File: src/design/cta_pkg.sv
// Shared types, constants, microcode table and calendar helpers for the calendar time adder.
`default_nettype none

package cta_pkg;

    localparam int N_W       = 17;  // dividend / quotient width of the divider
    localparam int R_W       = 9;   // remainder / divisor width (largest divisor is 400)
    localparam int CNT_W     = 2;   // divider step counter
    localparam int YEAR_W    = 18;  // year kept wide until saturation
    localparam int DAY_W     = 17;  // day sum before month reduction
    localparam int PC_W      = 4;   // microprogram counter

    // reciprocal scaling: the estimate is at most one below the true quotient
    localparam int RECIP_SHIFT = 24;
    localparam int RECIP_W     = 21;
    localparam int PROD_W      = N_W + RECIP_W;

    localparam logic [CNT_W-1:0] DIV_MUL  = CNT_W'(0);
    localparam logic [CNT_W-1:0] DIV_EST  = CNT_W'(1);
    localparam logic [CNT_W-1:0] DIV_PART = CNT_W'(2);
    localparam logic [CNT_W-1:0] DIV_LAST = CNT_W'(3);

    localparam logic [1:0] ST_OK       = 2'd0;
    localparam logic [1:0] ST_INVALID  = 2'd1;
    localparam logic [1:0] ST_OVERFLOW = 2'd2;

    localparam logic [R_W-1:0] DIVISOR_60  = R_W'(60);
    localparam logic [R_W-1:0] DIVISOR_24  = R_W'(24);
    localparam logic [R_W-1:0] DIVISOR_12  = R_W'(12);
    localparam logic [R_W-1:0] DIVISOR_400 = R_W'(400);

    localparam logic [RECIP_W-1:0] RECIP_60  = RECIP_W'((2 ** RECIP_SHIFT) / 60);
    localparam logic [RECIP_W-1:0] RECIP_24  = RECIP_W'((2 ** RECIP_SHIFT) / 24);
    localparam logic [RECIP_W-1:0] RECIP_12  = RECIP_W'((2 ** RECIP_SHIFT) / 12);
    localparam logic [RECIP_W-1:0] RECIP_400 = RECIP_W'((2 ** RECIP_SHIFT) / 400);

    localparam logic [3:0] MONTH_JAN = 4'd1;
    localparam logic [3:0] MONTH_FEB = 4'd2;
    localparam logic [3:0] MONTH_APR = 4'd4;
    localparam logic [3:0] MONTH_JUN = 4'd6;
    localparam logic [3:0] MONTH_SEP = 4'd9;
    localparam logic [3:0] MONTH_NOV = 4'd11;
    localparam logic [3:0] MONTH_DEC = 4'd12;

    localparam logic [4:0] LEN_31 = 5'd31;
    localparam logic [4:0] LEN_30 = 5'd30;
    localparam logic [4:0] LEN_29 = 5'd29;
    localparam logic [4:0] LEN_28 = 5'd28;

    localparam logic [R_W-1:0] YMOD_LAST = R_W'(399);

    typedef enum logic [3:0] {
        OP_NOP,
        OP_LD_SEC,
        OP_DIV,
        OP_ST_SEC,
        OP_ST_MIN,
        OP_ST_HOUR,
        OP_ST_YMOD,
        OP_DAY_STEP,
        OP_LD_MON,
        OP_ST_MON,
        OP_ADD_YEAR,
        OP_EMIT,
        OP_EMIT_INV
    } t_op;

    typedef enum logic [1:0] {
        DSEL_60,
        DSEL_24,
        DSEL_12,
        DSEL_400
    } t_dsel;

    typedef enum logic [2:0] {
        J_NEXT,
        J_INVALID,
        J_DIV_BUSY,
        J_DAY_OVER,
        J_END
    } t_jcond;

    typedef struct packed {
        t_op              op;
        t_dsel            dsel;
        t_jcond           jcond;
        logic [PC_W-1:0]  target;
    } t_ctrl;

    typedef struct packed {
        logic invalid;
        logic div_last;
        logic day_over;
    } t_flags;

    localparam logic [PC_W-1:0] PC_INV = PC_W'(15);

    localparam t_ctrl CTRL_IDLE = '{op: OP_NOP, dsel: DSEL_60, jcond: J_NEXT, target: '0};

    function automatic t_ctrl ucode(input logic [PC_W-1:0] pc);
        t_ctrl w;
        begin
            w = CTRL_IDLE;
            case (pc)
                4'd0: w = '{OP_LD_SEC,   DSEL_60,  J_INVALID,  PC_INV};
                4'd1: w = '{OP_DIV,      DSEL_60,  J_DIV_BUSY, 4'd1};
                4'd2: w = '{OP_ST_SEC,   DSEL_60,  J_NEXT,     4'd0};
                4'd3: w = '{OP_DIV,      DSEL_60,  J_DIV_BUSY, 4'd3};
                4'd4: w = '{OP_ST_MIN,   DSEL_24,  J_NEXT,     4'd0};
                4'd5: w = '{OP_DIV,      DSEL_24,  J_DIV_BUSY, 4'd5};
                4'd6: w = '{OP_ST_HOUR,  DSEL_400, J_NEXT,     4'd0};
                4'd7: w = '{OP_DIV,      DSEL_400, J_DIV_BUSY, 4'd7};
                4'd8: w = '{OP_ST_YMOD,  DSEL_400, J_NEXT,     4'd0};
                4'd9: w = '{OP_DAY_STEP, DSEL_12,  J_DAY_OVER, 4'd9};
                4'd10: w = '{OP_LD_MON,  DSEL_12,  J_NEXT,     4'd0};
                4'd11: w = '{OP_DIV,     DSEL_12,  J_DIV_BUSY, 4'd11};
                4'd12: w = '{OP_ST_MON,  DSEL_12,  J_NEXT,     4'd0};
                4'd13: w = '{OP_ADD_YEAR, DSEL_12, J_NEXT,     4'd0};
                4'd14: w = '{OP_EMIT,    DSEL_12,  J_END,      4'd0};
                4'd15: w = '{OP_EMIT_INV, DSEL_12, J_END,      4'd0};
                default: w = CTRL_IDLE;
            endcase
            return w;
        end
    endfunction

    // Leap test from the year modulo 400.
    function automatic logic is_leap(input logic [R_W-1:0] ymod);
        begin
            return (ymod[1:0] == 2'b00 && !(ymod inside {R_W'(100), R_W'(200), R_W'(300)}))
                   || ymod == '0;
        end
    endfunction

    function automatic logic [4:0] month_len(input logic [3:0] month,
                                             input logic [R_W-1:0] ymod);
        logic [4:0] len;
        begin
            case (month)
                MONTH_APR, MONTH_JUN, MONTH_SEP, MONTH_NOV: len = LEN_30;
                MONTH_FEB: len = is_leap(ymod) ? LEN_29 : LEN_28;
                default:   len = LEN_31;
            endcase
            return len;
        end
    endfunction

endpackage

`default_nettype wire

File: src/design/cta_divider.sv
// Divider by a small constant through reciprocal multiplication, four steps per division.
`default_nettype none

module cta_divider
    import cta_pkg::*;
(
    input  wire logic             i_clk,
    input  wire logic             i_rst_n,
    input  wire logic             i_load,
    input  wire logic             i_step,
    input  wire logic [N_W-1:0]   i_dividend,
    input  wire logic [R_W-1:0]   i_divisor,
    output logic [N_W-1:0]        o_quot,
    output logic [R_W-1:0]        o_rem,
    output logic                  o_last
);

    logic [N_W-1:0]     r_n;
    logic [R_W-1:0]     r_div;
    logic [RECIP_W-1:0] r_recip;
    logic [PROD_W-1:0]  r_prod;
    logic [N_W-1:0]     r_q;
    logic [N_W-1:0]     r_part;
    logic [R_W-1:0]     r_rem;
    logic [CNT_W-1:0]   r_cnt;

    logic [RECIP_W-1:0] recip;
    logic [N_W+R_W-1:0] qd;
    logic               ge;

    always_comb begin
        case (i_divisor)
            DIVISOR_60:  recip = RECIP_60;
            DIVISOR_24:  recip = RECIP_24;
            DIVISOR_12:  recip = RECIP_12;
            DIVISOR_400: recip = RECIP_400;
            default:     recip = RECIP_60;
        endcase
    end

    assign qd = r_q * r_div;
    assign ge = r_part >= N_W'(r_div);

    always_ff @(posedge i_clk) begin
        if (!i_rst_n) begin
            r_cnt <= '0;
        end else if (i_load) begin
            r_cnt <= '0;
        end else if (i_step) begin
            r_cnt <= r_cnt + CNT_W'(1);
        end
    end

    always_ff @(posedge i_clk) begin
        if (i_load) begin
            r_n     <= i_dividend;
            r_div   <= i_divisor;
            r_recip <= recip;
        end else if (i_step) begin
            case (r_cnt)
                DIV_MUL:  r_prod <= r_n * r_recip;
                DIV_EST:  r_q    <= N_W'(r_prod[PROD_W-1:RECIP_SHIFT]);
                DIV_PART: r_part <= r_n - qd[N_W-1:0];
                default: begin
                    // estimate may fall one short: lift it when the remainder reaches the divisor
                    if (ge) begin
                        r_q   <= r_q + N_W'(1);
                        r_rem <= R_W'(r_part - N_W'(r_div));
                    end else begin
                        r_rem <= R_W'(r_part);
                    end
                end
            endcase
        end
    end

    assign o_quot = r_q;
    assign o_rem  = r_rem;
    assign o_last = r_cnt == DIV_LAST;

endmodule

`default_nettype wire

File: src/design/cta_sequencer.sv
// Microprogram sequencer: step counter, control ROM and conditional jumps.
`default_nettype none

module cta_sequencer
    import cta_pkg::*;
(
    input  wire logic   i_clk,
    input  wire logic   i_rst_n,
    input  wire logic   i_go,
    input  wire t_flags i_flags,
    output t_ctrl       o_ctrl,
    output logic        o_busy
);

    typedef enum logic {
        S_IDLE,
        S_RUN
    } t_state;

    t_state          r_state;
    logic [PC_W-1:0] r_pc;
    t_ctrl           word;
    logic            take;

    assign word = ucode(r_pc);

    always_comb begin
        case (word.jcond)
            J_INVALID:  take = i_flags.invalid;
            J_DIV_BUSY: take = !i_flags.div_last;
            J_DAY_OVER: take = i_flags.day_over;
            default:    take = 1'b0;
        endcase
    end

    always_ff @(posedge i_clk) begin
        if (!i_rst_n) begin
            r_state <= S_IDLE;
            r_pc    <= '0;
        end else begin
            case (r_state)
                S_IDLE: begin
                    r_pc <= '0;
                    if (i_go) begin
                        r_state <= S_RUN;
                    end
                end
                S_RUN: begin
                    if (word.jcond == J_END) begin
                        r_state <= S_IDLE;
                        r_pc    <= '0;
                    end else if (take) begin
                        r_pc <= word.target;
                    end else begin
                        r_pc <= r_pc + PC_W'(1);
                    end
                end
                default: begin
                    r_state <= S_IDLE;
                    r_pc    <= '0;
                end
            endcase
        end
    end

    assign o_ctrl = (r_state == S_RUN) ? word : CTRL_IDLE;
    assign o_busy = r_state == S_RUN;

endmodule

`default_nettype wire

File: src/design/calendar_time_adder.sv
// Top level: calendar time adder datapath driven by a microcoded sequencer.
// Result: the strobe is registered from the emit step; an invalid month or year jumps
// from the first step straight to the invalid emit.
// Throughput: one item at a time; busy stays high while the item runs (five divisions of four
// steps, ten single steps, one month per cycle in the day loop); next start in strobe cycle.
// Reset: synchronous active-low i_rst_n returns the sequencer to idle and drops the strobe.
`default_nettype none

module calendar_time_adder
    import cta_pkg::*;
(
    input  wire logic        i_clk,
    input  wire logic        i_rst_n,
    input  wire logic        start,
    output logic             busy,
    input  wire logic [15:0] i_cur_year,
    input  wire logic [7:0]  i_cur_month,
    input  wire logic [4:0]  i_cur_day,
    input  wire logic [4:0]  i_cur_hour,
    input  wire logic [5:0]  i_cur_minute,
    input  wire logic [5:0]  i_cur_second,
    input  wire logic [15:0] i_add_years,
    input  wire logic [15:0] i_add_months,
    input  wire logic [15:0] i_add_days,
    input  wire logic [15:0] i_add_hours,
    input  wire logic [15:0] i_add_minutes,
    input  wire logic [15:0] i_add_seconds,
    output logic             o_strobe,
    output logic [1:0]       o_status,
    output logic [15:0]      o_new_year,
    output logic [3:0]       o_new_month,
    output logic [4:0]       o_new_day,
    output logic [4:0]       o_new_hour,
    output logic [5:0]       o_new_minute,
    output logic [5:0]       o_new_second
);

    logic              accept;
    t_ctrl             ctrl;
    t_flags            flags;

    logic              div_load;
    logic              div_step;
    logic [N_W-1:0]    dividend;
    logic [R_W-1:0]    divisor;
    logic [N_W-1:0]    quot;
    logic [R_W-1:0]    rem;
    logic              div_last;

    logic [YEAR_W-1:0] r_year;
    logic [R_W-1:0]    r_ymod;
    logic [3:0]        r_month;
    logic [DAY_W-1:0]  r_day;
    logic [4:0]        r_hour;
    logic [5:0]        r_min;
    logic [5:0]        r_sec;
    logic              r_invalid;
    logic [15:0]       r_add_year;
    logic [15:0]       r_add_mon;
    logic [15:0]       r_add_day;
    logic [15:0]       r_add_hour;
    logic [15:0]       r_add_min;
    logic [15:0]       r_add_sec;

    logic              r_strobe;
    logic [1:0]        r_status;
    logic [15:0]       r_new_year;
    logic [3:0]        r_new_month;
    logic [4:0]        r_new_day;
    logic [4:0]        r_new_hour;
    logic [5:0]        r_new_min;
    logic [5:0]        r_new_sec;

    logic [4:0]        len;
    logic              day_over;

    assign accept   = start && !busy;
    assign len      = month_len(r_month, r_ymod);
    assign day_over = r_day > {12'b0, len};

    assign flags = '{invalid: r_invalid, div_last: div_last, day_over: day_over};

    cta_sequencer u_seq (
        .i_clk   (i_clk),
        .i_rst_n (i_rst_n),
        .i_go    (accept),
        .i_flags (flags),
        .o_ctrl  (ctrl),
        .o_busy  (busy)
    );

    cta_divider u_div (
        .i_clk      (i_clk),
        .i_rst_n    (i_rst_n),
        .i_load     (div_load),
        .i_step     (div_step),
        .i_dividend (dividend),
        .i_divisor  (divisor),
        .o_quot     (quot),
        .o_rem      (rem),
        .o_last     (div_last)
    );

    always_comb begin
        case (ctrl.dsel)
            DSEL_60:  divisor = DIVISOR_60;
            DSEL_24:  divisor = DIVISOR_24;
            DSEL_12:  divisor = DIVISOR_12;
            DSEL_400: divisor = DIVISOR_400;
            default:  divisor = DIVISOR_60;
        endcase
    end

    // The seconds and minutes stores load the next division with the carry just produced.
    always_comb begin
        div_load = 1'b0;
        div_step = 1'b0;
        dividend = '0;
        case (ctrl.op)
            OP_LD_SEC: begin
                div_load = 1'b1;
                dividend = {11'b0, r_sec} + {1'b0, r_add_sec};
            end
            OP_ST_SEC: begin
                div_load = 1'b1;
                dividend = {11'b0, r_min} + {1'b0, r_add_min} + quot;
            end
            OP_ST_MIN: begin
                div_load = 1'b1;
                dividend = {12'b0, r_hour} + {1'b0, r_add_hour} + quot;
            end
            OP_ST_HOUR: begin
                div_load = 1'b1;
                dividend = {1'b0, r_year[15:0]};
            end
            OP_LD_MON: begin
                div_load = 1'b1;
                dividend = {13'b0, r_month - 4'd1} + {1'b0, r_add_mon};
            end
            OP_DIV: begin
                div_step = 1'b1;
            end
            default: begin
                div_load = 1'b0;
            end
        endcase
    end

    always_ff @(posedge i_clk) begin
        if (accept) begin
            r_year     <= {2'b0, i_cur_year};
            r_month    <= i_cur_month[3:0];
            r_day      <= {12'b0, i_cur_day};
            r_hour     <= i_cur_hour;
            r_min      <= i_cur_minute;
            r_sec      <= i_cur_second;
            r_invalid  <= i_cur_year == 16'd0 || i_cur_month < 8'd1 || i_cur_month > 8'd12;
            r_add_year <= i_add_years;
            r_add_mon  <= i_add_months;
            r_add_day  <= i_add_days;
            r_add_hour <= i_add_hours;
            r_add_min  <= i_add_minutes;
            r_add_sec  <= i_add_seconds;
        end else begin
            case (ctrl.op)
                OP_ST_SEC: r_sec <= rem[5:0];
                OP_ST_MIN: r_min <= rem[5:0];
                OP_ST_HOUR: begin
                    r_hour <= rem[4:0];
                    r_day  <= r_day + {1'b0, r_add_day} + quot;
                end
                OP_ST_YMOD: r_ymod <= rem;
                OP_DAY_STEP: begin
                    // drop one month's length and advance the month; past December also year and leap phase
                    if (day_over) begin
                        r_day <= r_day - {12'b0, len};
                        if (r_month == MONTH_DEC) begin
                            r_month <= MONTH_JAN;
                            r_year  <= r_year + YEAR_W'(1);
                            r_ymod  <= (r_ymod == YMOD_LAST) ? '0 : r_ymod + R_W'(1);
                        end else begin
                            r_month <= r_month + 4'd1;
                        end
                    end
                end
                OP_ST_MON: begin
                    r_month <= rem[3:0] + 4'd1;
                    r_year  <= r_year + {1'b0, quot};
                end
                OP_ADD_YEAR: r_year <= r_year + {2'b0, r_add_year};
                OP_EMIT: begin
                    r_status    <= (r_year[17:16] != 2'b00) ? ST_OVERFLOW : ST_OK;
                    r_new_year  <= (r_year[17:16] != 2'b00) ? 16'hFFFF : r_year[15:0];
                    r_new_month <= r_month;
                    r_new_day   <= r_day[4:0];
                    r_new_hour  <= r_hour;
                    r_new_min   <= r_min;
                    r_new_sec   <= r_sec;
                end
                OP_EMIT_INV: begin
                    r_status    <= ST_INVALID;
                    r_new_year  <= '0;
                    r_new_month <= '0;
                    r_new_day   <= '0;
                    r_new_hour  <= '0;
                    r_new_min   <= '0;
                    r_new_sec   <= '0;
                end
                default: begin
                    r_sec <= r_sec;
                end
            endcase
        end
    end

    always_ff @(posedge i_clk) begin
        if (!i_rst_n) begin
            r_strobe <= 1'b0;
        end else begin
            r_strobe <= ctrl.op == OP_EMIT || ctrl.op == OP_EMIT_INV;
        end
    end

    assign o_strobe     = r_strobe;
    assign o_status     = r_status;
    assign o_new_year   = r_new_year;
    assign o_new_month  = r_new_month;
    assign o_new_day    = r_new_day;
    assign o_new_hour   = r_new_hour;
    assign o_new_minute = r_new_min;
    assign o_new_second = r_new_sec;

    a_strobe_after_busy: assert property (@(posedge i_clk) disable iff (!i_rst_n)
        o_strobe |-> $past(busy))
        else $error("result transfer without a job in progress");

    a_start_takes: assert property (@(posedge i_clk) disable iff (!i_rst_n)
        (start && !busy) |=> busy)
        else $error("accepted item did not start the sequencer");

    a_status_code: assert property (@(posedge i_clk) disable iff (!i_rst_n)
        o_strobe |-> (o_status == ST_OK || o_status == ST_INVALID || o_status == ST_OVERFLOW))
        else $error("undefined status code");

    a_month_range: assert property (@(posedge i_clk) disable iff (!i_rst_n)
        (o_strobe && o_status != ST_INVALID) |-> (o_new_month >= 4'd1 && o_new_month <= 4'd12))
        else $error("result month out of range");

endmodule

`default_nettype wire
File: config.mk
export PLATFORM = sky130hd
export DESIGN_NAME = calendar_time_adder
export DESIGN_NICKNAME = d
export VERILOG_FILES = /design/src/design/cta_pkg.sv /design/src/design/cta_divider.sv /design/src/design/cta_sequencer.sv /design/src/design/calendar_time_adder.sv
export SDC_FILE = /design/constraint.sdc
export NUM_CORES = 2
export LEC_CHECK = 0
export BUFFER_PORTS_ARGS = -buffer_cell sky130_fd_sc_hd__buf_2
export CORE_ASPECT_RATIO = 0.5
export CORE_MARGIN = 2
export CORE_UTILIZATION = 35
export CTS_BUF_LIST = sky130_fd_sc_hd__clkbuf_8
export DETAILED_ROUTE_END_ITERATION = 8
export PLACE_DENSITY = 0.53
export SKIP_CTS_REPAIR_TIMING = 1
export SYNTH_ARGS = -nofsm -noshare
export SYNTH_HDL_FRONTEND = slang
export SYNTH_SLANG_ARGS = --single-unit
File: constraint.sdc
create_clock -name i_clk -period 6.8 [get_ports i_clk]
set_clock_uncertainty 0.15 [all_clocks]
set_input_delay 0.68 -clock i_clk [delete_from_list [all_inputs] [get_ports i_clk]]
set_output_delay 0.68 -clock i_clk [all_outputs]
set_load 0.01 [all_outputs]
==> results.json <==
{
  "outcome": "finished, violations left",
  "violations": "negative setup slack",
  "arrival_ns": 7.12,
  "grt_pass1_wl_mm": 132,
  "dp_cells": 4190,
  "relSlewSlack_pct": 20.6,
  "synth-seq-area-share_pct": 30.5,
  "holdPathEnd": "r_add_min[11]$_DFFE_PP_",
  "synth_top_cells_by_area": "edfxtp_1 (28%), fa_1 (24%), ha_1 (12%)",
  "setup_viol": 3,
  "clk_path_buf_depth": 3,
  "max_freq_ghz": 0.145,
  "drive_gt1_share_pct": 14.5,
  "place_congestion": 0.898,
  "cp-end-kind": "register",
  "start_kind": "register",
  "crit_fanout": 7,
  "min_delay_path_depth": 1,
  "synth_top_area_share_pct": 28.1,
  "r2r_start": "u_div.r_recip[19]$_DFFE_PP_",
  "synth_ff_type": "edfxtp_1",
  "hpwl_mm": 70.2,
  "worstReg2RegEnd": "u_div.r_prod[36]$_DFFE_PP_",
  "dr.pass1.iters": 6,
  "synth_fp_nets": 3611,
  "crit_type": "register to register",
  "numCtsBuffers": 56,
  "r2r_cells": 24,
  "clock_latency_ns": 0.66,
  "fin_area_um2": 33900,
  "worstHoldStart": "i_add_minutes[11]",
  "synth_edf_count": 276,
  "ys_ff_latch": 311,
  "fin_cells": 4315,
  "fin_nets": 3935,
  "core_area_um2": 83600,
  "vias": 21300,
  "cts_tree": "built",
  "postSynthAreaPerCell_um2": 10.4,
  "dpl_cell_area_um2": 32500,
  "netlist_area_um2": 29500,
  "antenna_found_initial": 3,
  "synth_cell_types": 71,
  "die-width_um": 414,
  "drc": 0,
  "yosysMostFrequentCell": "inv_1",
  "viasPerCell": 4.93,
  "gr-usage-all-layers_pct": 20.1,
  "die_area_um2": 86600,
  "crit_required_ns": 7.05,
  "floorplan.initialDensity_pct": 35.2,
  "slew_viol_final": 0,
  "syn_to_final_growth_pct": 15.1,
  "fin_worst_hold_slack_ns": 0.0392,
  "die_y_um": 209,
  "routed_wl_mm": 87.2,
  "grt_setup_unrepaired": "true",
  "rrSetupSlack_ns": -0.07,
  "hold_viol_final": 0,
  "yosys_warnings": 0,
  "num_rows": 75,
  "ys_top_cells_by_count": "inv_1 (543), fa_1 (357), ha_1 (279), edfxtp_1 (276), nand2_1 (249)",
  "period_share_pct": 101,
  "clk_pin_slew_ns": 0.07,
  "synthCells": 2830,
  "clockRootBuffer": "clkbuf_8",
  "io_pins": 191,
  "cts.sinks": 311,
  "synth_top_area_cell": "edfxtp_1",
  "hold_path_class": "input pin to register",
  "setup_slack_ns": -0.0738,
  "overflow": 0,
  "synth-async-reset-ratio_pct": 0,
  "ant_nets": 0,
  "grt_max_degree": 103,
  "grt_pass1_vias": 21800,
  "route.detailed.wl_per_inst_um": 20.2,
  "cts_max_level": 2,
  "finalCriticalPeriod_ns": 6.87,
  "worstMarginPinSlew_ns": 1.19,
  "io_buffers": 190,
  "maxCapViolations": 0,
  "drt_iter0_drc": 1594
}
[through the flow]
stage               setup WS (ns)  utilization (%)  TNS (ns)
floorplan                  0.0606                -         0
global placement          -0.0589             38.9   -0.0589
detailed placement         -0.194             38.9    -0.428
CTS                        -0.164             40.2    -0.362
global route               -0.336             40.5     -1.05
finish                    -0.0738             40.5    -0.135
[layout make-up]
class,instances,area (um^2)
Fill cell,8177,49700
Multi-Input combinational cell,1910,18300
Sequential cell,311,8990
Timing Repair Buffer,332,2070
Inverter,543,2040
Tap cell,1116,1400
Clock buffer,62,853
Clock inverter,40,216
Antenna cell,1,2.50
[worst max-delay path, cell delays in order (launching register included)]
cell and delay [ns]:
edfxtp_1 0.46, buf_6 0.18, and2_2 0.21, fa_1 0.51, inv_1 0.06, fa_1 0.53
inv_1 0.06, fa_1 0.53, fa_2 0.45, fa_1 0.49, inv_1 0.05, fa_1 0.47
inv_1 0.04, ha_1 0.28, and3_4 0.20, a221oi_2 0.22, nor2b_1 0.09, o41ai_2 0.36
buf_4 0.22, o21ai_4 0.07, a21o_1 0.21, o211a_1 0.23, a311oi_2 0.29, buf_4 0.17
xnor2_2 0.08
[cells by family (layout without fill, tap and decap cells)]
| family | count (synthesis) | count (layout) | share of synthesized area, % |
|---|---|---|---|
| and+or+nand+nor | 704 | 704 | 11.6 |
| adders and majority gates | 636 | 636 | 36.1 |
| buffers and inverters | 609 | 977 | 7.80 |
| AOI/OAI and AO/OA | 406 | 406 | 8.99 |
| DFF | 311 | 311 | 30.5 |
| xor gates and xnor gates | 150 | 150 | 4.46 |
| muxes | 14 | 14 | 0.489 |
| other | 0 | 1 | 0 |
[worst max-delay path by stage]
stage / cells past startpoint / start / slack (ns) / end
after floorplan: 25 / u_div.r_recip[15]$_DFFE_PP_ / 0.06 / u_div.r_prod[37]$_DFFE_PP_
after global placement: 25 / u_div.r_recip[15]$_DFFE_PP_ / -0.06 / u_div.r_prod[37]$_DFFE_PP_
after detailed placement: 25 / u_div.r_recip[15]$_DFFE_PP_ / -0.19 / u_div.r_prod[37]$_DFFE_PP_
after CTS: 22 / u_div.r_n[12]$_DFFE_PP_ / -0.16 / u_div.r_prod[37]$_DFFE_PP_
after global routing: 25 / u_div.r_recip[16]$_DFFE_PP_ / -0.34 / u_div.r_prod[37]$_DFFE_PP_
final: 24 / u_div.r_recip[19]$_DFFE_PP_ / -0.07 / u_div.r_prod[36]$_DFFE_PP_
[registers in the layout, indices dropped and copies added, names as in the netlist, 13 cells and up]
signal	flops
o_new_year	16
r_add_day	16
r_add_hour	16
r_add_min	16
r_add_mon	16
r_add_sec	16
r_add_year	16
r_day	17
r_year	18
u_div.o_quot	17
u_div.r_n	17
u_div.r_part	17
u_div.r_prod	14
u_seq.word	13
[routing by layer]
metal  vias to the layer above  part of all wire, %  global-route usage [%]
met2                       522                   47                    33.3
li1                       9967                    -                       -
met1                     10700                   46                    28.5
met4                         0                  2.1                    4.66
met3                       118                  4.5                    1.75
met5                         -                    0                       0
[cells in the final DEF (no fill, tap or decap), drive strengths merged, types with 23 or more instances in the layout]
master  Yosys  final
a21o       47     47
a21oi     102    102
and2      116    116
and3       23     23
buf         6    332
clkbuf     60     62
dfxtp      35     35
edfxtp    276    276
fa        357    357
ha        279    279
inv       543    561
nand2     249    249
nand2b     29     29
nand3      50     50
nor2      122    122
nor2b      30     30
nor3       33     33
o21ai     104    104
xnor2     106    106
xor2       44     44
Power is not shown: default switching activity piles up to over one toggle a cycle in this logic, so the estimate is an artifact.
